[config.mk]
export PLATFORM = sky130hd
export DESIGN_NAME = slip_frame_receiver_unit
export DESIGN_NICKNAME = d
export VERILOG_FILES = /design/src/hdl/sfr_pkg.sv /design/src/hdl/slip_frame_receiver_unit.sv /design/src/hdl/sfr_front.sv /design/src/hdl/sfr_queue.sv /design/src/hdl/sfr_back.sv
export VERILOG_INCLUDE_DIRS = /design/src /design/src/hdl
export SDC_FILE = /design/constraint.sdc
export NUM_CORES = 1
export LEC_CHECK = 0
export BUFFER_PORTS_ARGS = -buffer_cell sky130_fd_sc_hd__buf_2
export CAP_MARGIN = 15
export CORE_UTILIZATION = 41
export CTS_CLUSTER_SIZE = 12
export DETAILED_ROUTE_END_ITERATION = 8
export HOLD_SLACK_MARGIN = 0.1
export PLACE_DENSITY_LB_ADDON = 0.05
export SLEW_MARGIN = 30
export SYNTH_ARGS = -nofsm -noshare
export SYNTH_HDL_FRONTEND = slang
export SYNTH_SLANG_ARGS = --single-unit
[constraint.sdc]
create_clock -name aclk -period 7.6 [get_ports aclk]
set_clock_uncertainty 0.2 [all_clocks]
set_input_delay 0.38 -clock aclk [delete_from_list [all_inputs] [get_ports aclk]]
set_output_delay 0.38 -clock aclk [all_outputs]
set_load 0.05 [all_outputs]
[src/hdl/slip_frame_receiver_unit_macros.svh]
// Assertion helpers used by the receiver back end (sfr_back).
`ifndef SLIP_FRAME_RECEIVER_UNIT_MACROS_SVH
`define SLIP_FRAME_RECEIVER_UNIT_MACROS_SVH

// Same-cycle implication, checked out of reset.
`define SFR_ASSERT_NOW(label, clk, rstn, ante, cons) \
    label: assert property (@(posedge clk) disable iff (!(rstn)) (ante) |-> (cons)) \
        else $error("slip receiver check failed");

// Next-cycle implication, checked out of reset.
`define SFR_ASSERT_NEXT(label, clk, rstn, ante, cons) \
    label: assert property (@(posedge clk) disable iff (!(rstn)) (ante) |=> (cons)) \
        else $error("slip receiver check failed");

`endif

[src/hdl/sfr_pkg.sv]
package sfr_pkg;

    localparam int FRAME_BYTES_DEF = 64;
    localparam int LEN_W           = 6;
    localparam int Q_DEPTH         = 4;

    localparam logic [7:0] FEND  = 8'hC0;
    localparam logic [7:0] FESC  = 8'hDB;
    localparam logic [7:0] TFEND = 8'hDC;
    localparam logic [7:0] TFESC = 8'hDD;

    typedef enum logic [0:0] {
        OP_WRITE,
        OP_CLOSE
    } op_t;

    // WRITE: data goes to store address arg. CLOSE: drain arg bytes.
    typedef struct packed {
        op_t              op;
        logic [LEN_W-1:0] arg;
        logic [7:0]       data;
    } q_entry_t;

    typedef enum logic [0:0] {
        BK_IDLE,
        BK_DRAIN
    } back_state_t;

endpackage

[src/hdl/slip_frame_receiver_unit.sv]
// SLIP frame receiver: one raw byte per transaction, decoded frame out byte by byte.
// Input: one byte per cycle while the 4-entry command queue has room.
// Closing END: CLOSE queued, then popped, then store read into the output register.
// Drain: one payload byte per cycle while m_ready is high, set by the store read port.
// Reset (aresetn low, synchronous) clears framing state, queue and output valid;
// the payload store is not cleared and needs no clearing pass.
module slip_frame_receiver_unit #(
    parameter int FRAME_BYTES = sfr_pkg::FRAME_BYTES_DEF
) (
    input  logic                      aclk,
    input  logic                      aresetn,
    input  logic                      s_valid,
    output logic                      s_ready,
    input  logic [7:0]                s_rx_byte,
    output logic                      m_valid,
    input  logic                      m_ready,
    output logic [7:0]                m_out_byte,
    output logic                      m_last_of_frame,
    output logic [sfr_pkg::LEN_W-1:0] m_frame_length
);
    import sfr_pkg::*;

    q_entry_t push_entry;
    q_entry_t pop_entry;
    logic     push;
    logic     full;
    logic     pop_valid;
    logic     pop_ready;

    sfr_front #(
        .FRAME_BYTES(FRAME_BYTES)
    ) u_front (
        .aclk      (aclk),
        .aresetn   (aresetn),
        .s_valid   (s_valid),
        .s_ready   (s_ready),
        .s_rx_byte (s_rx_byte),
        .q_full    (full),
        .q_push    (push),
        .q_entry   (push_entry)
    );

    sfr_queue u_queue (
        .aclk       (aclk),
        .aresetn    (aresetn),
        .push       (push),
        .push_entry (push_entry),
        .full       (full),
        .pop_valid  (pop_valid),
        .pop_ready  (pop_ready),
        .pop_entry  (pop_entry)
    );

    sfr_back #(
        .FRAME_BYTES(FRAME_BYTES)
    ) u_back (
        .aclk            (aclk),
        .aresetn         (aresetn),
        .q_valid         (pop_valid),
        .q_ready         (pop_ready),
        .q_entry         (pop_entry),
        .m_valid         (m_valid),
        .m_ready         (m_ready),
        .m_out_byte      (m_out_byte),
        .m_last_of_frame (m_last_of_frame),
        .m_frame_length  (m_frame_length)
    );

endmodule

[src/hdl/sfr_front.sv]
module sfr_front #(
    parameter int FRAME_BYTES = sfr_pkg::FRAME_BYTES_DEF
) (
    input  logic              aclk,
    input  logic              aresetn,
    input  logic              s_valid,
    output logic              s_ready,
    input  logic [7:0]        s_rx_byte,
    input  logic              q_full,
    output logic              q_push,
    output sfr_pkg::q_entry_t q_entry
);
    import sfr_pkg::*;

    localparam int CNT_W = $clog2(FRAME_BYTES);
    localparam logic [CNT_W-1:0] RAW_LIMIT = CNT_W'(FRAME_BYTES - 1);

    logic             receiving_reg, receiving_next;
    logic             esc_reg, esc_next;
    logic [CNT_W-1:0] raw_reg, raw_next;
    logic [CNT_W-1:0] dec_reg, dec_next;

    assign s_ready = !q_full;

    always_comb begin
        logic       do_store;
        logic [7:0] store_byte;
        do_store       = 1'b0;
        store_byte     = s_rx_byte;
        receiving_next = receiving_reg;
        esc_next       = esc_reg;
        raw_next       = raw_reg;
        dec_next       = dec_reg;
        q_push         = 1'b0;
        q_entry.op     = OP_WRITE;
        q_entry.arg    = LEN_W'(dec_reg);
        q_entry.data   = s_rx_byte;
        if (s_valid && s_ready) begin
            if (!receiving_reg) begin
                if (s_rx_byte == FEND) begin
                    receiving_next = 1'b1;
                    esc_next       = 1'b0;
                    raw_next       = '0;
                    dec_next       = '0;
                end
            end else if (raw_reg >= RAW_LIMIT) begin
                // overflow: drop the frame, discard this byte
                receiving_next = 1'b0;
                esc_next       = 1'b0;
                raw_next       = '0;
                dec_next       = '0;
            end else if (s_rx_byte == FEND) begin
                if (raw_reg != '0) begin
                    if (dec_reg != '0) begin
                        q_push     = 1'b1;
                        q_entry.op = OP_CLOSE;
                    end
                    receiving_next = 1'b0;
                    esc_next       = 1'b0;
                    raw_next       = '0;
                    dec_next       = '0;
                end
            end else begin
                raw_next = raw_reg + 1'b1;
                if (esc_reg) begin
                    esc_next = 1'b0;
                    do_store = 1'b1;
                    if (s_rx_byte == TFEND) begin
                        store_byte = FEND;
                    end else if (s_rx_byte == TFESC) begin
                        store_byte = FESC;
                    end
                end else if (s_rx_byte == FESC) begin
                    esc_next = 1'b1;
                end else begin
                    do_store = 1'b1;
                end
                if (do_store) begin
                    q_push       = 1'b1;
                    q_entry.data = store_byte;
                    dec_next     = dec_reg + 1'b1;
                end
            end
        end
    end

    always_ff @(posedge aclk) begin
        if (!aresetn) begin
            receiving_reg <= 1'b0;
            esc_reg       <= 1'b0;
            raw_reg       <= '0;
            dec_reg       <= '0;
        end else begin
            receiving_reg <= receiving_next;
            esc_reg       <= esc_next;
            raw_reg       <= raw_next;
            dec_reg       <= dec_next;
        end
    end

endmodule

[src/hdl/sfr_queue.sv]
module sfr_queue (
    input  logic              aclk,
    input  logic              aresetn,
    input  logic              push,
    input  sfr_pkg::q_entry_t push_entry,
    output logic              full,
    output logic              pop_valid,
    input  logic              pop_ready,
    output sfr_pkg::q_entry_t pop_entry
);
    import sfr_pkg::*;

    localparam int QP_W = $clog2(Q_DEPTH);

    q_entry_t        slots_reg [Q_DEPTH];
    logic [QP_W-1:0] wr_ptr_reg, wr_ptr_next;
    logic [QP_W-1:0] rd_ptr_reg, rd_ptr_next;
    logic [QP_W:0]   count_reg, count_next;
    logic            do_pop;

    assign full      = (count_reg == (QP_W+1)'(Q_DEPTH));
    assign pop_valid = (count_reg != '0);
    assign pop_entry = slots_reg[rd_ptr_reg];
    assign do_pop    = pop_valid && pop_ready;

    always_comb begin
        wr_ptr_next = push ? wr_ptr_reg + 1'b1 : wr_ptr_reg;
        rd_ptr_next = do_pop ? rd_ptr_reg + 1'b1 : rd_ptr_reg;
        count_next  = count_reg;
        if (push && !do_pop) begin
            count_next = count_reg + 1'b1;
        end else if (!push && do_pop) begin
            count_next = count_reg - 1'b1;
        end
    end

    always_ff @(posedge aclk) begin
        if (push) begin
            slots_reg[wr_ptr_reg] <= push_entry;
        end
    end

    always_ff @(posedge aclk) begin
        if (!aresetn) begin
            wr_ptr_reg <= '0;
            rd_ptr_reg <= '0;
            count_reg  <= '0;
        end else begin
            wr_ptr_reg <= wr_ptr_next;
            rd_ptr_reg <= rd_ptr_next;
            count_reg  <= count_next;
        end
    end

endmodule

[src/hdl/sfr_back.sv]
`include "slip_frame_receiver_unit_macros.svh"

module sfr_back #(
    parameter int FRAME_BYTES = sfr_pkg::FRAME_BYTES_DEF
) (
    input  logic                      aclk,
    input  logic                      aresetn,
    input  logic                      q_valid,
    output logic                      q_ready,
    input  sfr_pkg::q_entry_t         q_entry,
    output logic                      m_valid,
    input  logic                      m_ready,
    output logic [7:0]                m_out_byte,
    output logic                      m_last_of_frame,
    output logic [sfr_pkg::LEN_W-1:0] m_frame_length
);
    import sfr_pkg::*;

    localparam int CNT_W = $clog2(FRAME_BYTES);

    logic [7:0]       store_mem [FRAME_BYTES];
    back_state_t      state_reg, state_next;
    logic [CNT_W-1:0] len_reg, len_next;
    logic [CNT_W-1:0] rd_idx_reg, rd_idx_next;
    logic             m_valid_reg, m_valid_next;
    logic [7:0]       out_byte_reg;
    logic             last_reg;
    logic [CNT_W-1:0] out_len_reg;
    logic             issue;
    logic             issue_last;

    // outputs of the sequencer
    always_comb begin
        q_ready    = (state_reg == BK_IDLE);
        issue      = (state_reg == BK_DRAIN) && (!m_valid_reg || m_ready);
        issue_last = (rd_idx_reg == len_reg - 1'b1);
    end

    // next state
    always_comb begin
        state_next   = state_reg;
        len_next     = len_reg;
        rd_idx_next  = rd_idx_reg;
        m_valid_next = m_valid_reg;
        if (m_valid_reg && m_ready) begin
            m_valid_next = 1'b0;
        end
        case (state_reg)
            BK_IDLE: begin
                if (q_valid && q_entry.op == OP_CLOSE) begin
                    state_next  = BK_DRAIN;
                    len_next    = q_entry.arg[CNT_W-1:0];
                    rd_idx_next = '0;
                end
            end
            BK_DRAIN: begin
                if (issue) begin
                    m_valid_next = 1'b1;
                    rd_idx_next  = rd_idx_reg + 1'b1;
                    if (issue_last) begin
                        state_next = BK_IDLE;
                    end
                end
            end
            default: begin
                state_next = BK_IDLE;
            end
        endcase
    end

    // store: write from the queue, registered read straight into the output slot
    always_ff @(posedge aclk) begin
        if (q_valid && q_ready && q_entry.op == OP_WRITE) begin
            store_mem[q_entry.arg[CNT_W-1:0]] <= q_entry.data;
        end
        if (issue) begin
            out_byte_reg <= store_mem[rd_idx_reg];
            last_reg     <= issue_last;
            out_len_reg  <= len_reg;
        end
    end

    always_ff @(posedge aclk) begin
        if (!aresetn) begin
            state_reg   <= BK_IDLE;
            len_reg     <= '0;
            rd_idx_reg  <= '0;
            m_valid_reg <= 1'b0;
        end else begin
            state_reg   <= state_next;
            len_reg     <= len_next;
            rd_idx_reg  <= rd_idx_next;
            m_valid_reg <= m_valid_next;
        end
    end

    assign m_valid         = m_valid_reg;
    assign m_out_byte      = out_byte_reg;
    assign m_last_of_frame = last_reg;
    assign m_frame_length  = LEN_W'(out_len_reg);

    `SFR_ASSERT_NOW(a_drain_len_nonzero, aclk, aresetn, state_reg == BK_DRAIN, len_reg != '0)
    `SFR_ASSERT_NOW(a_drain_idx_in_range, aclk, aresetn, state_reg == BK_DRAIN, rd_idx_reg < len_reg)
    `SFR_ASSERT_NEXT(a_last_ends_drain, aclk, aresetn, issue && issue_last, state_reg == BK_IDLE)
    `SFR_ASSERT_NEXT(a_issue_shows_result, aclk, aresetn, issue, m_valid_reg)

endmodule

[After elaboration in Yosys (flattened, before gate mapping)]
Memory sizes are Yosys's and may differ from the RTL's. A register that Yosys moved wholly into a read port is not among the register bits.
Cells that the tools add are included.
Storage, ports and cells
  bits in writable memories: 572
  output and inout bits: 17
  bits in registers: 42
  memories: 2
Memory list
  u_back.store_mem: depth 64, width 8, read ports 1, clocked after memory_dff 1, wr ports 1, line sfr_back.sv:21  | logic [7:0] store_mem [FRAME_BYTES];
  u_queue.slots_reg: depth 4, width 15, read ports 1, clocked after memory_dff 1, wr ports 1, line sfr_queue.sv:15  | q_entry_t slots_reg [Q_DEPTH];
Operators by class
  bitwise gates (word level): 2
  reductions and logical operators: 23
  mux-type cells: 64
  magnitude comparators: 1
  equality and inequality tests: 9
  $add $sub $neg: 8
Operators by type and width (count)
  $mux 6: 11
  $mux 8: 8
  $mux 1: 39
  $eq 8x8->1 const B: 4
  $add 6x1->6 const B: 3
  $pmux 6 s2: 1
  $reduce_bool 6->1: 2
  $logic_and 1x1->1: 8
  $eq 6x6->1: 1
  $ge 6x6->1 const B: 1
  $mux 3: 2
  $reduce_bool 3->1: 2
  $sub 6x1->6 const B: 1
  $add 2x1->2 const B: 2
  $logic_not 1->1: 4
  $mux 2: 2
  $ne 2x2->1 const B: 2
  $ne 4x4->1 const B: 1
  $reduce_and 2->1: 2
  $reduce_and 4->1: 1
  $reduce_bool 2->1: 2
  $add 3x1->3 const B: 1
  $eq 3x3->1 const B: 1
  $reduce_and 3->1: 1
  other kinds (4): 5

[Longest topological paths before layout]
  depth in word-level cells: 16
  gate-level depth with buffers: 11
  mapped depth without buffers: 11

[Hierarchy]
A second synthesis with hierarchy kept.
Unflattened totals
  cell total of the unflattened synthesis: 1307
  area total of the unflattened synthesis: 24852.6 um^2
By module, submodules not included
  sfr_back: cells an instance 1057, seq. area each 16105.4 um^2, times used 1, area an instance 21207.8 um^2
  sfr_queue: cells an instance 121, seq. area each 1981.9 um^2, times used 1, area an instance 2671.3 um^2
  sfr_front: cells an instance 129, seq. area each 280.3 um^2, times used 1, area an instance 973.4 um^2

[Worst setup path before layout]
OpenSTA, ideal clock, no wires.
  kind: reg2reg
  from: register with a tool-made name
  to: memory u_back.store_mem[14][0], enable pin
  path slack: 4.719 ns
  data arrival time: 2.311 ns
  setup time: 0.370 ns
  cell stages (with the launch flop): 9
  data required time: 7.030 ns
  clock period less this slack: 2.881 ns
  path buffers: 4
  path through: dfxtp_1 > buf_6 > buf_6 > mux4_2 > buf_2 > nand3b_1 > or3_1 > buf_2 > nor2_1
RTL lines (line)
  end: declaration: sfr_back.sv:21

==> reports/results.ini <==
[global_routing]
grt_pass1_wl_mm=91.96
gr-usage-met3=0.03299
grt.overflow.total=0
grtUsageMet2=0.3384
grt-busiest-layer=met2
antenna_found_initial=1
grt_pass1_vias=12790
grt_max_degree=65
grt_use_met1=0.3103
grt_usage=0.2149

[worst_setup_path]
path_max_fanout=15
path_buf_inv=0
rrSetupSlack_ns=3.59
crit_required_ns=7.61
critPathMaxStageDelay_ns=0.84
critPathCaptureType=flop
crit_type=flop to flop
crit_slowest_cell=dfxtp_1
crit_family=simple AND/OR/NAND/NOR gates
crit_chain=mux4_2, nor3_1, nand4_1, nor2_1
crit_arrival_ns=4.03
startpoint_type=flop

[yosys]
ys_ff_latch=624
yosysSeqAreaShare=0.7446
yosys_most_used_dff=edfxtp_1
synth.avg_cell_area_um2=18.69
syn_inst=1320
syn-cell-area_um2=24670
synth_edf_count=587
synth-async-reset-ratio=0
yosysUniqueCellTypes=66
syn-num-nets=1344
yosysWarnings=0

[clocking]
clk_latency_ns=0.60
clk_pin_slew_ns=0.06
cts_buffers=68
h-tree-depth=3
clockBufferDepth=3
clock_tree.root_cell=clkbuf_16
post_cts_buffers=0
cts.sinks=624
cts_tree=yes

[final_layout]
diodes=0
layout-drive-gt1-share=0.1961
final_common_cell=edfxtp_1
finalNetCount=1404
final_cells=2201
syn_to_final_growth_pct=12.50
largest_reg_flops=512
mostFrequentLayoutCells=edfxtp_1 (587), mux4_2 (119), nor2_1 (95)

[power]
swShare=0.2813
cellLeakagePower_nw=8.452
p_switching_mw=2.524
powerDensity_nw_per_um2=323.4
pwr-share-clk=0.342
max-vdd-ir-drop_mv=0.2051
p_seq_frac=0.475
p_int_mw=6.450
combPwrFrac=0.183

[timing]
period_share=0.5278
fmax_ghz=0.2493
slew_headroom=0.3725
setup_viol=0
slew_viol_final=0
fin_setup_tns_ns=0
hold_viol_final=0
rsz0062_at_grt=no
worst_slew_pin_slew_ns=0.9378
fin_crit_ns=4.011

[flow_run]
cap_violations=0

[routing]
detail_route.wl_per_cell_um=29.14
drt_pass1_iterations=7
routed_wl_mm=64.14
drt_iter0_markers=1154
drc=6
vias_per_cell=5.699
antenna_left=0
num_vias=12540

[floorplan]
start_util=0.4164
die_area_um2=61150
num_rows=89
die_w_um=247.3
boundaryPins=29
core_area_um2=59240
die_h_um=247.3

[place]
hpwl_mm=39.58
io_buffers=28
dp.cells=2071
gp_congestion=0.7939

[hold_path]
hold_class=input pin to flop

[outcome]
status=finished, violations left
failed_checks=design-rule violations

==> cells by family after synthesis <==
group,after synthesis,synth area share
multiplexers,177,0.1344
flip-flops,624,0.7446
AND/OR/NAND/NOR,263,0.05144
buffers and inverters,88,0.01709
AO/OA/AOI/OAI,140,0.04038
adder cells (fa/ha/maj),12,0.006391
XOR/XNOR,16,0.005681
==> metal layers <==
metal | wire [um] | share of wire | vias to the layer above
met5 | 0 | 0 | -
met4 | 1580 | 0.025 | 0
met3 | 3012 | 0.047 | 88
met2 | 30640 | 0.48 | 342
met1 | 28910 | 0.45 | 6646
li1 | - | - | 5468
==> metrics by stage <==
step                hold WS (ns)  setup slack, ns  power [mW]  instance area (um^2)  utilization
floorplan                 0.2507            4.719       5.375                 24670            -
global placement          0.2812            3.691       6.004                 25590       0.4320
detailed placement        0.2910            3.484       6.005                 25600       0.4321
CTS                       0.1112            3.472       9.074                 27740       0.4683
global route              0.1338            3.301       9.270                 27750       0.4684
finish                    0.1593            3.589       8.974                 27750       0.4684
==> cells in the mapped netlist, types with 6 or more instances <==
cell,number,area share
or3_1,12,0.0030
a211oi_1,9,0.0027
mux4_2,123,0.11
and2_1,6,0.0015
a22o_1,6,0.0021
nor4_1,6,0.0015
a2111oi_0,6,0.0021
or4_1,9,0.0027
xnor2_1,9,0.0032
buf_4,8,0.0024
o21ai_0,11,0.0022
nor2b_1,6,0.0015
o22ai_1,13,0.0033
buf_2,19,0.0039
clkbuf_1,34,0.0052
nand3b_1,7,0.0021
edfxtp_1,587,0.71
xor2_1,7,0.0025
nor2_1,98,0.015
nand2b_1,7,0.0018
ha_1,11,0.0056
a22oi_1,16,0.0049
a21oi_1,28,0.0057
nand2_1,52,0.0079
o31ai_1,8,0.0024
nor3_1,10,0.0020
o221ai_1,8,0.0028
nor2_2,6,0.0015
mux2i_1,51,0.021
nand3_1,23,0.0047
dfxtp_1,37,0.030
inv_1,16,0.0024
==> final cells by class <==
| cell class | count | area (um^2) |
|---|---|---|
| sequential | 624 | 18380 |
| multi-input combinational | 608 | 5901 |
| inverter | 18 | 67.56 |
| clock buffer | 91 | 1852 |
| clock inverter | 27 | 172.7 |
| fill | 5045 | 31490 |
| tap | 773 | 967.2 |
| timing repair buffer | 60 | 414.1 |
==> power groups by stage <==
| stage | combinational [mW] | clock (mW) | sequential [mW] |
|---|---|---|---|
| finish | 1.64 | 3.07 | 4.26 |
| global route | 1.75 | 3.25 | 4.28 |
| CTS | 1.68 | 3.13 | 4.27 |
| detailed placement | 1.67 | 0 | 4.34 |
| global placement | 1.67 | 0 | 4.34 |
| floorplan | 1.03 | 0 | 4.34 |
==> path summary, 6_finish.rpt <==
check                                                to                from  cells after the start
worst max-delay path            u_back.store_mem[31][6]                flop                      4
worst min-delay path            u_queue.slots_reg[1][4]        s_rx_byte[4]                      2
worst max register to register  u_back.store_mem[31][6]                flop                      4
worst min register to register       u_front.raw_reg[5]  u_front.raw_reg[5]                      2
==> worst reg2reg max path, stage by stage, from the launching register on <==
cell     delay [ns]
dfxtp_1        0.84
mux4_2         0.51
nor3_1         0.47
nand4_1        0.78
nor2_1         0.84
==> timing repair <==
item                                   in CTS  in global routing
endpoints found under the hold margin      38                  0
hold buffers                               12                  0
gates resized for setup                     0                  0
(Power assumes the default switching activity.)
